**config.mk**
```make
export PLATFORM = sky130hd
export DESIGN_NAME = keyed_slot_mailbox_unit_flat
export DESIGN_NICKNAME = d
export VERILOG_FILES = /design/src/hw/rtl/ksm_pkg.sv /design/src/hw/rtl/ksm_in_if.sv /design/src/hw/rtl/ksm_out_if.sv /design/src/hw/rtl/ksm_ram.sv /design/src/hw/rtl/ksm_seq.sv /design/src/hw/rtl/keyed_slot_mailbox_unit.sv /design/src/flat_wrapper.sv
export SDC_FILE = /design/constraint.sdc
export NUM_CORES = 1
export LEC_CHECK = 0
export ABC_AREA = 0
export BUFFER_PORTS_ARGS = -buffer_cell sky130_fd_sc_hd__buf_2
export CAP_MARGIN = 30
export CELL_PAD_IN_SITES_DETAIL_PLACEMENT = 0
export CELL_PAD_IN_SITES_GLOBAL_PLACEMENT = 1
export CORE_UTILIZATION = 28
export DETAILED_ROUTE_END_ITERATION = 10
export GPL_ROUTABILITY_DRIVEN = 1
export HOLD_SLACK_MARGIN = 0.12
export PLACE_DENSITY_LB_ADDON = 0.1
export SYNTH_ARGS = -nofsm -noshare
export SYNTH_HDL_FRONTEND = slang
export SYNTH_SLANG_ARGS = --single-unit
```
**constraint.sdc**
```tcl
create_clock -name i_clk -period 6.3 [get_ports i_clk]
set_clock_uncertainty 0.1 [all_clocks]
set_input_delay 0.315 -clock i_clk [delete_from_list [all_inputs] [get_ports i_clk]]
set_output_delay 0.315 -clock i_clk [all_outputs]
set_load 0.02 [all_outputs]
```
**src/hw/rtl/ksm_pkg.sv**
```systemverilog
// ----------------------------------------------------------------------------
// ksm_pkg: shared types, codes and microprogram for the keyed slot mailbox
// Holds the result status codes, the control word layout, the step codes
// and the read-only microprogram that the sequencer steps through.
// ----------------------------------------------------------------------------
package ksm_pkg;

    // Result status codes
    localparam logic [1:0] ST_STORED = 2'd0;
    localparam logic [1:0] ST_FULL   = 2'd1;
    localparam logic [1:0] ST_FOUND  = 2'd2;
    localparam logic [1:0] ST_NONE   = 2'd3;

    // Width of the slot_index result field
    localparam int IDX_OUT_BITS = 4;

    // Step (microprogram address) codes
    localparam int STEP_BITS = 3;
    localparam logic [STEP_BITS-1:0] S_IDLE  = 3'd0;
    localparam logic [STEP_BITS-1:0] S_WSCAN = 3'd1;
    localparam logic [STEP_BITS-1:0] S_RSCAN = 3'd2;
    localparam logic [STEP_BITS-1:0] S_FULL  = 3'd3;
    localparam logic [STEP_BITS-1:0] S_NONE  = 3'd4;
    localparam logic [STEP_BITS-1:0] S_EMIT  = 3'd5;

    // Jump condition codes
    typedef enum logic [2:0] {
        COND_ALWAYS,
        COND_OP_READ,
        COND_FREE,
        COND_HIT,
        COND_OUT_FREE
    } t_cond;

    // Datapath action, done when the condition holds
    typedef enum logic [2:0] {
        ACT_NONE,
        ACT_STORE,
        ACT_TAKE,
        ACT_FULL,
        ACT_MISS,
        ACT_EMIT
    } t_act;

    // One control word
    typedef struct packed {
        logic                 accept;  // step waits for an input item
        logic                 scan;    // on a miss, step the slot index
        t_cond                cond;
        t_act                 act;
        logic [STEP_BITS-1:0] jump;    // taken when cond holds
        logic [STEP_BITS-1:0] nxt;     // taken when cond fails
        logic [STEP_BITS-1:0] fail;    // taken when a scan runs off the end
    } t_uword;

    // Controls from sequencer to datapath
    typedef struct packed {
        logic in_ready;
        logic load;     // input item accepted this cycle
        logic fire;     // perform act
        t_act act;
        logic advance;  // step slot index
    } t_ctrl;

    // Status from datapath to sequencer
    typedef struct packed {
        logic in_valid;
        logic op_read;
        logic free;
        logic hit;
        logic last;
        logic out_free;
    } t_flags;

    // Microprogram
    function automatic t_uword ucode(input logic [STEP_BITS-1:0] step);
        t_uword w;
        w = '{accept: 1'b0, scan: 1'b0, cond: COND_ALWAYS, act: ACT_NONE,
              jump: S_IDLE, nxt: S_IDLE, fail: S_IDLE};
        unique case (step)
            S_IDLE: begin
                w.accept = 1'b1;
                w.cond   = COND_OP_READ;
                w.jump   = S_RSCAN;
                w.nxt    = S_WSCAN;
            end
            S_WSCAN: begin
                w.scan = 1'b1;
                w.cond = COND_FREE;
                w.act  = ACT_STORE;
                w.jump = S_EMIT;
                w.nxt  = S_WSCAN;
                w.fail = S_FULL;
            end
            S_RSCAN: begin
                w.scan = 1'b1;
                w.cond = COND_HIT;
                w.act  = ACT_TAKE;
                w.jump = S_EMIT;
                w.nxt  = S_RSCAN;
                w.fail = S_NONE;
            end
            S_FULL: begin
                w.act  = ACT_FULL;
                w.jump = S_EMIT;
            end
            S_NONE: begin
                w.act  = ACT_MISS;
                w.jump = S_EMIT;
            end
            S_EMIT: begin
                w.cond = COND_OUT_FREE;
                w.act  = ACT_EMIT;
                w.jump = S_IDLE;
                w.nxt  = S_EMIT;
            end
            default: begin
                w.jump = S_IDLE;
            end
        endcase
        return w;
    endfunction

endpackage

```
**src/hw/rtl/ksm_in_if.sv**
```systemverilog
// ----------------------------------------------------------------------------
// ksm_in_if: request channel of the keyed slot mailbox
// Carries one request item (operation, key, payload) with valid/ready.
// ----------------------------------------------------------------------------
interface ksm_in_if #(
    parameter int KEY_BITS     = 8,
    parameter int PAYLOAD_BITS = 32
);
    logic                    valid;
    logic                    ready;
    logic                    operation;
    logic [KEY_BITS-1:0]     dest_key;
    logic [PAYLOAD_BITS-1:0] entry_payload;

    modport source (output valid, output operation, output dest_key,
                    output entry_payload, input ready);
    modport sink   (input valid, input operation, input dest_key,
                    input entry_payload, output ready);
endinterface

```
**src/hw/rtl/ksm_out_if.sv**
```systemverilog
// ----------------------------------------------------------------------------
// ksm_out_if: result channel of the keyed slot mailbox
// Carries one result item (status, slot, key, payload) with valid/ready.
// ----------------------------------------------------------------------------
interface ksm_out_if #(
    parameter int KEY_BITS     = 8,
    parameter int PAYLOAD_BITS = 32
);
    logic                              valid;
    logic                              ready;
    logic [1:0]                        status;
    logic [ksm_pkg::IDX_OUT_BITS-1:0]  slot_index;
    logic [KEY_BITS-1:0]               out_key;
    logic [PAYLOAD_BITS-1:0]           out_payload;

    modport source (output valid, output status, output slot_index,
                    output out_key, output out_payload, input ready);
    modport sink   (input valid, input status, input slot_index,
                    input out_key, input out_payload, output ready);
endinterface

```
**src/hw/rtl/ksm_ram.sv**
```systemverilog
// ----------------------------------------------------------------------------
// ksm_ram: generic simple dual-port RAM
// One write port, one read port with registered read data.
// ----------------------------------------------------------------------------
module ksm_ram #(
    parameter int WIDTH = 40,
    parameter int DEPTH = 16
) (
    input  logic                     i_clk,
    input  logic                     i_we,
    input  logic [$clog2(DEPTH)-1:0] i_waddr,
    input  logic [WIDTH-1:0]         i_wdata,
    input  logic [$clog2(DEPTH)-1:0] i_raddr,
    output logic [WIDTH-1:0]         o_rdata
);

    logic [WIDTH-1:0] r_mem [DEPTH];
    logic [WIDTH-1:0] r_rdata;

    // write port and registered read
    always_ff @(posedge i_clk) begin
        if (i_we) begin
            r_mem[i_waddr] <= i_wdata;
        end
        r_rdata <= r_mem[i_raddr];
    end

    assign o_rdata = r_rdata;

endmodule

```
**src/hw/rtl/ksm_seq.sv**
```systemverilog
// ----------------------------------------------------------------------------
// ksm_seq: microcode sequencer
// Step counter over the read-only microprogram; evaluates the jump
// condition of each control word and issues datapath controls.
// ----------------------------------------------------------------------------
module ksm_seq (
    input  logic            i_clk,
    input  logic            i_rst_n,
    input  ksm_pkg::t_flags i_flags,
    output ksm_pkg::t_ctrl  o_ctrl
);

    logic [ksm_pkg::STEP_BITS-1:0] r_step;
    logic [ksm_pkg::STEP_BITS-1:0] n_step;
    ksm_pkg::t_uword               uw;
    logic                          cond_ok;
    logic                          hold;

    assign uw = ksm_pkg::ucode(r_step);

    // condition select
    always_comb begin
        unique case (uw.cond)
            ksm_pkg::COND_ALWAYS:   cond_ok = 1'b1;
            ksm_pkg::COND_OP_READ:  cond_ok = i_flags.op_read;
            ksm_pkg::COND_FREE:     cond_ok = i_flags.free;
            ksm_pkg::COND_HIT:      cond_ok = i_flags.hit;
            ksm_pkg::COND_OUT_FREE: cond_ok = i_flags.out_free;
            default:                cond_ok = 1'b0;
        endcase
    end

    // an accept step holds until an item arrives
    assign hold = uw.accept && !i_flags.in_valid;

    // next step
    always_comb begin
        if (hold) begin
            n_step = r_step;
        end else if (cond_ok) begin
            n_step = uw.jump;
        end else if (uw.scan && i_flags.last) begin
            n_step = uw.fail;
        end else begin
            n_step = uw.nxt;
        end
    end

    // datapath controls
    always_comb begin
        o_ctrl.in_ready = uw.accept;
        o_ctrl.load     = uw.accept && i_flags.in_valid;
        o_ctrl.fire     = cond_ok && !hold;
        o_ctrl.act      = uw.act;
        o_ctrl.advance  = uw.scan && !cond_ok && !i_flags.last;
    end

    always_ff @(posedge i_clk) begin
        if (!i_rst_n) begin
            r_step <= ksm_pkg::S_IDLE;
        end else begin
            r_step <= n_step;
        end
    end

endmodule

```
**src/hw/rtl/keyed_slot_mailbox_unit.sv**
```systemverilog
// ----------------------------------------------------------------------------
// keyed_slot_mailbox_unit: keyed slot mailbox
// Slot table with first-free insert and first-key-match take, run by a
// microcoded sequencer over a slot datapath.
// ----------------------------------------------------------------------------
// A write request stores its key and payload in the lowest-numbered free
// slot (status stored, slot index) or is refused when all SLOTS slots are
// used (status full). A read request takes the lowest-numbered used slot
// whose key matches, frees it and returns its slot, key and payload (status
// found), or reports status none. Every request yields exactly one result.
// Slots are scanned one per clock from slot 0 upward; the scan stops at the
// slot found or after the last slot. One request is in work at a time; the
// next is accepted while the previous result waits in the output register.
// Used flags clear at reset; no clearing pass is needed.
module keyed_slot_mailbox_unit #(
    parameter int SLOTS        = 16,
    parameter int KEY_BITS     = 8,
    parameter int PAYLOAD_BITS = 32
) (
    input  logic    i_clk,
    input  logic    i_rst_n,
    ksm_in_if.sink  i_in,
    ksm_out_if.source o_out
);

    localparam int IDX_BITS = $clog2(SLOTS);
    localparam int ENT_BITS = KEY_BITS + PAYLOAD_BITS;
    localparam logic [IDX_BITS-1:0] LAST_IDX = IDX_BITS'(SLOTS - 1);

    ksm_pkg::t_ctrl  ctrl;
    ksm_pkg::t_flags flags;

    // request registers
    logic [KEY_BITS-1:0]     r_key;
    logic [PAYLOAD_BITS-1:0] r_pay;
    logic [IDX_BITS-1:0]     r_idx;
    logic [IDX_BITS-1:0]     n_idx;
    logic [SLOTS-1:0]        r_used;

    // pending result
    logic [1:0]              r_res_status;
    logic [IDX_BITS-1:0]     r_res_idx;
    logic [KEY_BITS-1:0]     r_res_key;
    logic [PAYLOAD_BITS-1:0] r_res_pay;

    // output register
    logic                              r_out_valid;
    logic [1:0]                        r_out_status;
    logic [ksm_pkg::IDX_OUT_BITS-1:0]  r_out_idx;
    logic [KEY_BITS-1:0]               r_out_key;
    logic [PAYLOAD_BITS-1:0]           r_out_pay;

    // slot store
    logic                    ram_we;
    logic [ENT_BITS-1:0]     ram_rdata;
    logic [KEY_BITS-1:0]     rd_key;
    logic [PAYLOAD_BITS-1:0] rd_pay;

    ksm_seq u_seq (
        .i_clk   (i_clk),
        .i_rst_n (i_rst_n),
        .i_flags (flags),
        .o_ctrl  (ctrl)
    );

    // read address is the next slot index, so registered data matches r_idx during a scan
    always_comb begin
        if (ctrl.load) begin
            n_idx = '0;
        end else if (ctrl.advance) begin
            n_idx = r_idx + IDX_BITS'(1);
        end else begin
            n_idx = r_idx;
        end
    end

    assign ram_we = ctrl.fire && (ctrl.act == ksm_pkg::ACT_STORE);

    ksm_ram #(
        .WIDTH (ENT_BITS),
        .DEPTH (SLOTS)
    ) u_ram (
        .i_clk   (i_clk),
        .i_we    (ram_we),
        .i_waddr (r_idx),
        .i_wdata ({r_key, r_pay}),
        .i_raddr (n_idx),
        .o_rdata (ram_rdata)
    );

    assign rd_key = ram_rdata[ENT_BITS-1:PAYLOAD_BITS];
    assign rd_pay = ram_rdata[PAYLOAD_BITS-1:0];

    // status toward the sequencer
    always_comb begin
        flags.in_valid = i_in.valid;
        flags.op_read  = i_in.operation;
        flags.free     = !r_used[r_idx];
        flags.hit      = r_used[r_idx] && (rd_key == r_key);
        flags.last     = (r_idx == LAST_IDX);
        flags.out_free = !r_out_valid || o_out.ready;
    end

    // request capture and slot index
    always_ff @(posedge i_clk) begin
        if (ctrl.load) begin
            r_key <= i_in.dest_key;
            r_pay <= i_in.entry_payload;
        end
        r_idx <= n_idx;
    end

    // used flags
    always_ff @(posedge i_clk) begin
        if (!i_rst_n) begin
            r_used <= '0;
        end else if (ctrl.fire && ctrl.act == ksm_pkg::ACT_STORE) begin
            r_used[r_idx] <= 1'b1;
        end else if (ctrl.fire && ctrl.act == ksm_pkg::ACT_TAKE) begin
            r_used[r_idx] <= 1'b0;
        end
    end

    // pending result
    always_ff @(posedge i_clk) begin
        if (ctrl.fire) begin
            case (ctrl.act)
                ksm_pkg::ACT_STORE: begin
                    r_res_status <= ksm_pkg::ST_STORED;
                    r_res_idx    <= r_idx;
                    r_res_key    <= '0;
                    r_res_pay    <= '0;
                end
                ksm_pkg::ACT_TAKE: begin
                    r_res_status <= ksm_pkg::ST_FOUND;
                    r_res_idx    <= r_idx;
                    r_res_key    <= rd_key;
                    r_res_pay    <= rd_pay;
                end
                ksm_pkg::ACT_FULL: begin
                    r_res_status <= ksm_pkg::ST_FULL;
                    r_res_idx    <= '0;
                    r_res_key    <= '0;
                    r_res_pay    <= '0;
                end
                ksm_pkg::ACT_MISS: begin
                    r_res_status <= ksm_pkg::ST_NONE;
                    r_res_idx    <= '0;
                    r_res_key    <= '0;
                    r_res_pay    <= '0;
                end
                default: begin
                end
            endcase
        end
    end

    // output register
    always_ff @(posedge i_clk) begin
        if (!i_rst_n) begin
            r_out_valid <= 1'b0;
        end else if (ctrl.fire && ctrl.act == ksm_pkg::ACT_EMIT) begin
            r_out_valid <= 1'b1;
        end else if (o_out.ready) begin
            r_out_valid <= 1'b0;
        end
    end

    always_ff @(posedge i_clk) begin
        if (ctrl.fire && ctrl.act == ksm_pkg::ACT_EMIT) begin
            r_out_status <= r_res_status;
            r_out_idx    <= ksm_pkg::IDX_OUT_BITS'(r_res_idx);
            r_out_key    <= r_res_key;
            r_out_pay    <= r_res_pay;
        end
    end

    assign i_in.ready        = ctrl.in_ready;
    assign o_out.valid       = r_out_valid;
    assign o_out.status      = r_out_status;
    assign o_out.slot_index  = r_out_idx;
    assign o_out.out_key     = r_out_key;
    assign o_out.out_payload = r_out_pay;

endmodule
```
**src/flat_wrapper.sv**
```systemverilog
// flat-port wrapper written by rule: the top's interface ports become plain ports
module keyed_slot_mailbox_unit_flat 
#(
    parameter int SLOTS        = 16,
    parameter int KEY_BITS     = 8,
    parameter int PAYLOAD_BITS = 32
)
  (i_clk, i_rst_n, i_in_valid, i_in_operation, i_in_dest_key, i_in_entry_payload, i_in_ready, o_out_valid, o_out_status, o_out_slot_index, o_out_out_key, o_out_out_payload, o_out_ready);
  ksm_in_if #(.KEY_BITS(KEY_BITS), .PAYLOAD_BITS(PAYLOAD_BITS)) i_in_i ();
  ksm_out_if #(.KEY_BITS(KEY_BITS), .PAYLOAD_BITS(PAYLOAD_BITS)) o_out_i ();
  input  logic i_clk;
  input  logic i_rst_n;
  input wire logic [$bits(i_in_i.valid)-1:0] i_in_valid;
  input wire logic [$bits(i_in_i.operation)-1:0] i_in_operation;
  input wire logic [$bits(i_in_i.dest_key)-1:0] i_in_dest_key;
  input wire logic [$bits(i_in_i.entry_payload)-1:0] i_in_entry_payload;
  output wire logic [$bits(i_in_i.ready)-1:0] i_in_ready;
  output wire logic [$bits(o_out_i.valid)-1:0] o_out_valid;
  output wire logic [$bits(o_out_i.status)-1:0] o_out_status;
  output wire logic [$bits(o_out_i.slot_index)-1:0] o_out_slot_index;
  output wire logic [$bits(o_out_i.out_key)-1:0] o_out_out_key;
  output wire logic [$bits(o_out_i.out_payload)-1:0] o_out_out_payload;
  input wire logic [$bits(o_out_i.ready)-1:0] o_out_ready;
  assign i_in_i.valid = i_in_valid;
  assign i_in_i.operation = i_in_operation;
  assign i_in_i.dest_key = i_in_dest_key;
  assign i_in_i.entry_payload = i_in_entry_payload;
  assign i_in_ready = i_in_i.ready;
  assign o_out_valid = o_out_i.valid;
  assign o_out_status = o_out_i.status;
  assign o_out_slot_index = o_out_i.slot_index;
  assign o_out_out_key = o_out_i.out_key;
  assign o_out_out_payload = o_out_i.out_payload;
  assign o_out_i.ready = o_out_ready;
  keyed_slot_mailbox_unit #(.SLOTS(SLOTS), .KEY_BITS(KEY_BITS), .PAYLOAD_BITS(PAYLOAD_BITS)) u_core (.i_clk(i_clk), .i_rst_n(i_rst_n), .i_in(i_in_i), .o_out(o_out_i));
endmodule
```
==> parameters.txt <==
Parameter                              Value

Run status
  Status ... finished clean

Clocking
  CTS root buf ... clkbuf_16
  Sink Count ... between 800 and 900
  Number of post-CTS setup repair buffers ... 0
  CTS tree ... done
  Clock edge transition at the registers on the reported setup and hold paths ... 0.06 ns
  CTS buffer count ... between 90 and 100
  Post-CTS resize count ... 0
  Maximum clock insertion buffer count ... 3
  H-tree level count ... 3
  Worst skew pair latency ... between 0.6 and 0.7 ns
  Hold_buf cts ... 45

STA
  Final Hold Viols ... 0
  Maximum frequency from static timing analysis ... between 200 and 250 MHz
  Max-slew violation count ... 0
  Total Negative Setup Slacks ... 0 ns
  Hold slack final ... ~0.17 ns
  RSZ-0062 raised after global routing ... false
  Setup Viol. Count Final ... 0
  Worst-margin pin slew ... ~0.99 ns
  Crit share post-route ... about three quarters
  Post-layout minimum cycle time ... 4.84 ns
  Max-slew headroom ... 34.3%

Routing
  Detailed router's first-iteration violation count ... 1257
  Total vias in the final route ... 17800
  Post-detailed-route via-to-cell ratio ... 4.81
  Detail Route Antenna Nets ... 0
  Remaining routing DRC violations ... 0
  Routed WL per cell ... between 20 and 30 µm
  First-pass detailed-route iteration total ... 5
  Routed wire length ... between 90000 and 100000 µm

Global routing
  GRT met3 Usage ... under 10%
  Remaining global-route overflow ... 0
  GRT met1 Usage ... between 20% and 30%
  Initial antenna violation count ... 3
  Pin count of the biggest net entering global routing ... between 90 and 100
  Met2 track demand over resource in global routing ... between 20% and 30%
  Number of global-route vias before repair ... 18300
  GRT Total Usage ... around 16%
  First-pass GRT wire length ... roughly 140000 µm
  Busiest grt layer ... met2

Setup path
  Largest incremental delay on the critical path ... roughly 0.75 ns
  Crit Path Class ... reg -> reg
  FF-to-FF Start ... u_core.r_idx[3]$_DFF_P_
  Worst Setup Start Kind ... register
  Ordered cell list for the critical path ... or2_1, a2bb2oi_1, a211oi_1, nor2_1, nand3_1, or4_1, a211oi_4, buf_4, a32oi_1, and4_1
  Cell type of the slowest stage on the worst timing path ... dfxtp_1
  Data required time of the critical path ... between 6 and 7 ns
  CP max FO ... 40
  Endpoint type of the worst setup path ... register
  Data arrival time at the worst-slack endpoint ... approximately 5.3 ns
  Critical path launch point ... u_core.r_idx[3]$_DFF_P_

Synthesis
  Cell taking the most area after synthesis ... edfxtp_1
  Area share of the largest cell type after synthesis ... a little over 70%
  Dominant synthesized flop cell ... edfxtp_1
  Leading cell types by total area after synthesis ... edfxtp_1 (73%), a221oi_1 (4.3%), dfxtp_1 (4.0%)
  Share of synthesized registers carrying an async set or reset ... 0%
  Net count after synthesis ... 2015
  Flip-flop and latch count after synthesis ... approximately 840
  Number of flops mapped to enable cells by yosys ... 772
  Post-synthesis instance area ... 32000 µm²
  Count of different cell masters after synthesis ... 57
  Seq/Total Area, Yosys ... 76.6%
  Synthesis Warnings ... 0
  Cells after Synth ... just under 2000
  Mean post-synth cell area ... roughly 16 µm²

Worst hold path
  Startpoint of the most critical hold path ... i_in_operation
  Hold/Removal Path Class ... in -> reg

Finish
  Area occupied by registers ... around 24000 µm²
  Share of post-route cells with drive strength above 1 ... 14.9%
  Fillers ... around 11000
  Area of combinational cells with multiple inputs ... just over 7000 µm²
  Synth-to-Final Area Change ... 18.6%
  Final cell count without fillers ... about 3700
  Final core utilization ... 33.6%
  Count of nets after finishing ... approximately 2200

Pwr
  Static leakage ... 0.0124 µW
  Peak supply drop ... between 0.6 and 0.7 mV
  Power density relative to cell area ... approximately 490 nW/µm²
  Tot Pwr ... about 19000 µW

Floorplanning
  Std-Cell Core Area ... roughly 110000 µm²
  Starting utilization of the core area ... 28.3%
  Overall die height ... approximately 340 µm
  Area enclosed by the die boundary ... ~120000 µm²
  Die Span X ... around 340 µm
  Rows ... roughly 120
  # IOs ... 93

Placement
  Input/output buffers ... between 90 and 100
  Placer's final routability congestion estimate ... 0.740
  Post-detailed-placement half-perimeter wirelength ... between 50000 and 60000 µm
  Cell count after placement ... around 3500

Flow run
  Max-capacitance violation count ... 0
-- registers in the layout (all words and copies together) (netlist names), named ones only --
name	cells
u_core.r_key	8
u_core.u_ram.r_mem	640
u_core.r_idx	4
u_core.o_out.slot_index	4
u_core.r_res_pay	32
u_core.r_res_idx	4
u_core.u_ram.o_rdata	40
u_core.r_pay	32
u_core.o_out.valid	1
u_core.o_out.out_key	8
u_core.o_out.status	2
u_core.o_out.out_payload	32
u_core.r_res_key	8
u_core.u_seq.r_step	3
u_core.r_res_status	2
-- path summary, 6_finish.rpt --
path	to	cells past startpoint	slack [ns]
max	u_core.u_ram.o_rdata[11]$_DFF_P_	10	1.46
min	u_core.u_seq.r_step[0]$_SDFFE_PN0N_	6	0.17
max reg2reg	u_core.u_ram.o_rdata[11]$_DFF_P_	10	1.46
min reg2reg	u_core.o_out.out_payload[9]$_DFFE_PP_	0	0.32
-- cells in the mapped netlist (2+ instances only) --
| cell | count |
|---|---|
| inv_1 | 11 |
| nor2_1 | 27 |
| nand3_1 | 7 |
| nand2_1 | 181 |
| mux2i_1 | 81 |
| clkbuf_1 | 83 |
| ha_1 | 4 |
| mux2_2 | 3 |
| nand2b_1 | 4 |
| a21boi_0 | 2 |
| a21oi_1 | 11 |
| and3_1 | 3 |
| o22a_1 | 2 |
| a32oi_1 | 78 |
| and4_1 | 40 |
| edfxtp_1 | 772 |
| buf_6 | 3 |
| buf_4 | 4 |
| a221o_1 | 4 |
| dfxtp_1 | 64 |
| o41ai_1 | 2 |
| a211oi_1 | 2 |
| o21ai_0 | 48 |
| buf_2 | 44 |
| o21a_1 | 32 |
| or3b_2 | 2 |
| mux4_2 | 2 |
| xor2_1 | 4 |
| a21o_1 | 4 |
| nor3_1 | 8 |
| and2_1 | 203 |
| nor2b_1 | 3 |
| o21bai_1 | 39 |
| a32o_1 | 2 |
| buf_1 | 4 |
| a221oi_1 | 156 |
| nand4_1 | 2 |
| xnor2_1 | 6 |
-- area by class of cell --
| type | instances | share of cell area [%] |
|---|---|---|
| clock buffer | 124 | 6.81 |
| clock inverter | 54 | 0.984 |
| inverter | 11 | 0.116 |
| tap | 1500 | 4.95 |
| sequential | 836 | 64.6 |
| timing repair buffer | 191 | 3.96 |
| multi-input combinational | 981 | 18.6 |
| antenna | 1 | 0.00661 |
-- placed cells by master (no fill, tap or decap), types with 4 or more instances in the layout --
master | Yosys | layout
o21bai_1 | 39 | 39
nand2_1 | 181 | 180
mux2i_1 | 81 | 81
buf_4 | 4 | 40
inv_1 | 11 | 8
nor2_4 | 0 | 16
dlygate4sd3_1 | 0 | 45
bufinv_16 | 0 | 4
nor2_1 | 27 | 11
a32oi_1 | 78 | 78
inv_6 | 0 | 4
o21ai_0 | 48 | 48
o21a_1 | 32 | 32
nor3_1 | 8 | 8
clkbuf_8 | 0 | 5
nand3_1 | 7 | 7
clkinv_1 | 0 | 17
nand2b_1 | 4 | 4
clkbuf_1 | 83 | 22
edfxtp_1 | 772 | 772
buf_12 | 0 | 13
dfxtp_1 | 64 | 64
and4_1 | 40 | 40
clkinv_2 | 0 | 28
and2_1 | 203 | 201
xnor2_1 | 6 | 6
ha_1 | 4 | 4
a221oi_1 | 156 | 156
a221o_1 | 4 | 4
xor2_1 | 4 | 4
clkbuf_16 | 0 | 97
buf_2 | 44 | 92
a21oi_1 | 11 | 9
-- layer usage --
metal  wire length, µm  vias to the layer above
met5                13                        -
met4              2120                        2
met3              3870                      128
met2             43700                      375
met1             44700                     9215
li1                  -                     8074
-- per-stage QoR --
stage,instance area (µm²),setup WS (ns)
6_report,37900,1.46
3_3_place_gp,34400,1.49
4_1_cts,37900,1.52
3_5_place_dp,34500,1.55
5_1_grt,37900,1.19
2_1_floorplan,32000,2.28
-- worst max-delay path: cells and delay by family, from the launching register on --
family,cells,cell delay [ns]
compound gates,4,0.92
buf+inv,1,0.70
flops,1,0.75
simple gates,5,2.16
-- power by group --
| part | total (µW) | internal, µW | switching [µW] | leakage (µW) |
|---|---|---|---|---|
| Sequential | 7550 | 7050 | 498 | 0.00752 |
| Clock | 5290 | 3040 | 2250 | 0.00146 |
| Combinational | 5810 | 1860 | 3950 | 0.00339 |
-- kinds of logic after synthesis --
family          Yosys count  share of synthesized area (%)
flops                   836                           76.6
fa+ha+maj                 4                          0.157
mux                      87                           2.83
buf+inv                 149                           2.04
compound gates          391                           9.80
xor+xnor                 12                          0.411
simple gates            487                           8.20
No activity file was read; power rests on OpenSTA's default activity.
